## config.mk

```make
export PLATFORM = sky130hd
export DESIGN_NAME = vtdi_ram
export DESIGN_NICKNAME = d
export VERILOG_FILES = /design/src/design/vtdi_ram.sv
export SDC_FILE = /design/constraint.sdc
export NUM_CORES = 1
export LEC_CHECK = 0
export ABC_AREA = 1
export BUFFER_PORTS_ARGS = -buffer_cell sky130_fd_sc_hd__buf_2
export CORE_AREA = 2 2 109 111
export CTS_BUF_LIST = sky130_fd_sc_hd__clkbuf_16
export DETAILED_ROUTE_END_ITERATION = 7
export DIE_AREA = 0 0 111 113
export PLACE_DENSITY = 0.71
export SYNTH_ARGS = -nofsm -noshare
export SYNTH_HDL_FRONTEND = slang
export SYNTH_SLANG_ARGS = --single-unit
```

## constraint.sdc

```tcl
create_clock -name clk -period 1.6 [get_ports clk]
set_input_delay 0.08 -clock clk [delete_from_list [all_inputs] [get_ports clk]]
set_output_delay 0.08 -clock clk [all_outputs]
set_load 0.005 [all_outputs]
```

## src/design/vtdi_ram.sv

```systemverilog
// Generic single port RAM with registered read.
// No dependencies.
module vtdi_ram #(
    parameter int W = 8,
    parameter int D = 16
) (
    input  logic                 clk,
    input  logic                 we,
    input  logic [$clog2(D)-1:0] addr,
    input  logic [W-1:0]         wdata,
    output logic [W-1:0]         rdata
);
    logic [W-1:0] mem [D];

    always_ff @(posedge clk)
    begin
        if (we)
        begin
            mem[addr] <= wdata;
        end
        rdata <= mem[addr];
    end
endmodule

```

==> impl_metrics.ini <==
[global_routing]
grt_pass1_wl_um = 19250
grt_pass1_vias = 3797
grt_max_degree = 42
grt.overflow.total = 0
antenna_found_initial = 0
grt_util_all_layers_pct = 20.40

[place]
place_inst = 719
dp_hpwl_um = 7631
place_area_sq_um = 5996
port_buffers = 21
place.gp.congestion = 0.8911
pre_cts_ws_ns = 0.2390

[finish]
area_growth_pct = 17.65
layout-drive-gt1-share_pct = 12.85
diodes = 0
stdcell_count = 750
postLayoutCellArea_sq_um = 6580
nNetsFinal = 609

[synth]
synth_xor_xnor_area_share_pct = 0
netlist_area_sq_um = 5593
synth_fa_ha_area_share_pct = 0
synth_most_common_cell = nand2_1
synth_top_area_cell = edfxtp_1
synth-simple-area-share_pct = 24.79
ys.flop_type = edfxtp_1
ys_ff_latch = 136
synth_area_leaders = edfxtp_1 69%, nand2_1 23%, dfxtp_1 2.9%
synth_commonest_cells = 346 x nand2_1, 128 x edfxtp_1, 21 x inv_1
synth_compound_area_share_pct = 0
synth_top_area_share_pct = 68.72
yosysSeqAreaShare_pct = 71.59
synth_top_family_by_area = simple AND/OR/NAND/NOR gates
synth_edf_count = 128
synth_cell_types = 11
synthMuxAreaShare_pct = 0
yosysWarnings = 0
synth-async-reset-ratio_pct = 0
syn-num-nets = 562
syn_inst = 548
syn_avg_cell_area_sq_um = 10.21

[timing]
setup_ws_ns = 0.5504
whs_ns = 0.1039
finalCritPeriodShare_pct = 65.60
max_freq_mhz = 952.7
clock_skew_ns = 0.006842
slew_headroom_pct = 73.34
slew_viol_final = 0
final_hold_viol_count = 0
setup_viol = 0
setup_tns_ns = 0
fin_crit_ns = 1.050
rsz0062_at_grt = false
tightestPinTransition_ns = 0.3998

[detailed_routing]
postRouteWirelength_um = 11980
drt_iter0_drc = 265
vias_per_cell = 4.969
ant_nets = 0
vias = 3727
dr.pass1.iters = 4
drc_errors = 0
wl_per_cell_um = 15.98

[clock_network]
cts_resized = 0
cts_num_sinks = 136
cts.reportedPaths.clkPinSlew_ns = 0.05
tritoncts = built
root_buffer = clkbuf_16
clkLatencyLatePin_ns = 0.41
numCtsBuffers = 17
max-clock-path-buffers = 2
cts_setup_buffers = 0
hold_buffers = 0
htree_levels = 4

[pwr]
power.net_switching_uw = 1785
vdd_ir_drop_max_mv = 0.9910
p_int_uw = 6551
cellPowerDensity_nw_per_um2 = 1267
p_leak_uw = 0.002854
switching_share_pct = 21.41
seqPwrFrac_pct = 48.1
pwr-share-comb_pct = 5.9
p_clk_share_pct = 46.0

[die]
fp.dieH_um = 113
rows = 39
die_area_sq_um = 12540
io_pins = 22
start_util_pct = 49.62
core-area_sq_um = 11270
fp.dieW_um = 111

[critical_path]
path_max_fanout = 1
required_ns = 1.90
crit_chain = nand2_1 -> nand2_1 -> nand2_1 -> nand2_1 -> nand2_1 -> nand2_1 -> inv_1 -> nand2_1
r2r_slack_ns = 0.55
cp_slowest_stage_delay_ns = 0.37
path_class = reg -> reg
critPathLaunchType = register
critPathBufInv = 1
crit_top_cell = nand2_1
cpLargestDelayFamily = simple AND/OR/NAND/NOR gates
crit_arrival_ns = 1.35
end_kind = register
critPathSlowestCell = edfxtp_1

[job]
drv_cap = 0

[outcome]
outcome = complete, no violations

[hold_path]
hold_path_class = in -> reg
[worst paths after layout]
check | startpoint | depth (start not counted) | to
worst max-delay path | mem[10][0] | 8 | rdata[0]
worst min-delay path | wdata[3] | 1 | mem[7][3]
worst max register to register | mem[10][0] | 8 | rdata[0]
worst min register to register | mem[5][5] | 8 | rdata[5]
[logic make-up (layout without fill, tap and decap cells)]
group / count (synthesis) / count (layout)
flops: 136 / 136
buf+inv: 44 / 103
simple gates: 368 / 368
[power groups by stage]
stage	Clock, uW	Combinational, uW	Sequential, uW
floorplan	0	275	4080
global placement	0	489	4080
detailed placement	0	493	4080
CTS	3870	498	4010
global route	4040	557	4010
finish	3840	494	4010
[worst reg2reg max path: stages (launching register included)]
cell	delay, ns
edfxtp_1	0.37
nand2_1	0.10
nand2_1	0.05
nand2_1	0.05
nand2_1	0.07
nand2_1	0.09
nand2_1	0.09
inv_1	0.06
nand2_1	0.06
[cell type report]
class                           instances  area (sq um)
Tap cell                              143         178.9
Clock buffer                           17         425.4
Multi-Input combinational cell        368          1386
Sequential cell                       136          4004
Timing Repair Buffer                   49         340.3
Inverter                               23         86.33
Clock inverter                         14         158.9
Fill cell                             897          4692
[state kept, by name, indices dropped and copies added (netlist names)]
signal,flops
mem,128
rdata,8
[routing by layer]
layer	routed length [um]	up-vias	share of wire, %	global-route usage (%)
li1	-	1842	-	-
met1	5102	1745	43	25.00
met2	5978	108	50	34.81
met3	542	32	4.5	3.749
met4	358	0	3.0	10.75
met5	0	-	0	0
[metrics by stage]
step | util [%] | power [uW]
after global placement | 53.19 | 4567
after CTS | 58.38 | 8378
after detailed placement | 53.19 | 4572
final | 58.38 | 8336
after floorplan | - | 4354
after global routing | 58.38 | 8604
[cell usage in the layout (no fill, tap or decap)]
cell,Yosys,routed
nand2_1,346,346
edfxtp_1,128,128
buf_4,6,26
inv_1,21,21
buf_2,12,21
nor2_1,18,18
clkbuf_16,0,17
dfxtp_1,8,8
clkinv_1,1,4
nand3_1,4,4
clkinvlp_4,0,4
bufinv_16,0,3
clkinv_2,0,2
clkinv_4,0,2
buf_12,0,2
inv_2,1,1
No activity file was read; power rests on OpenSTA's default activity.
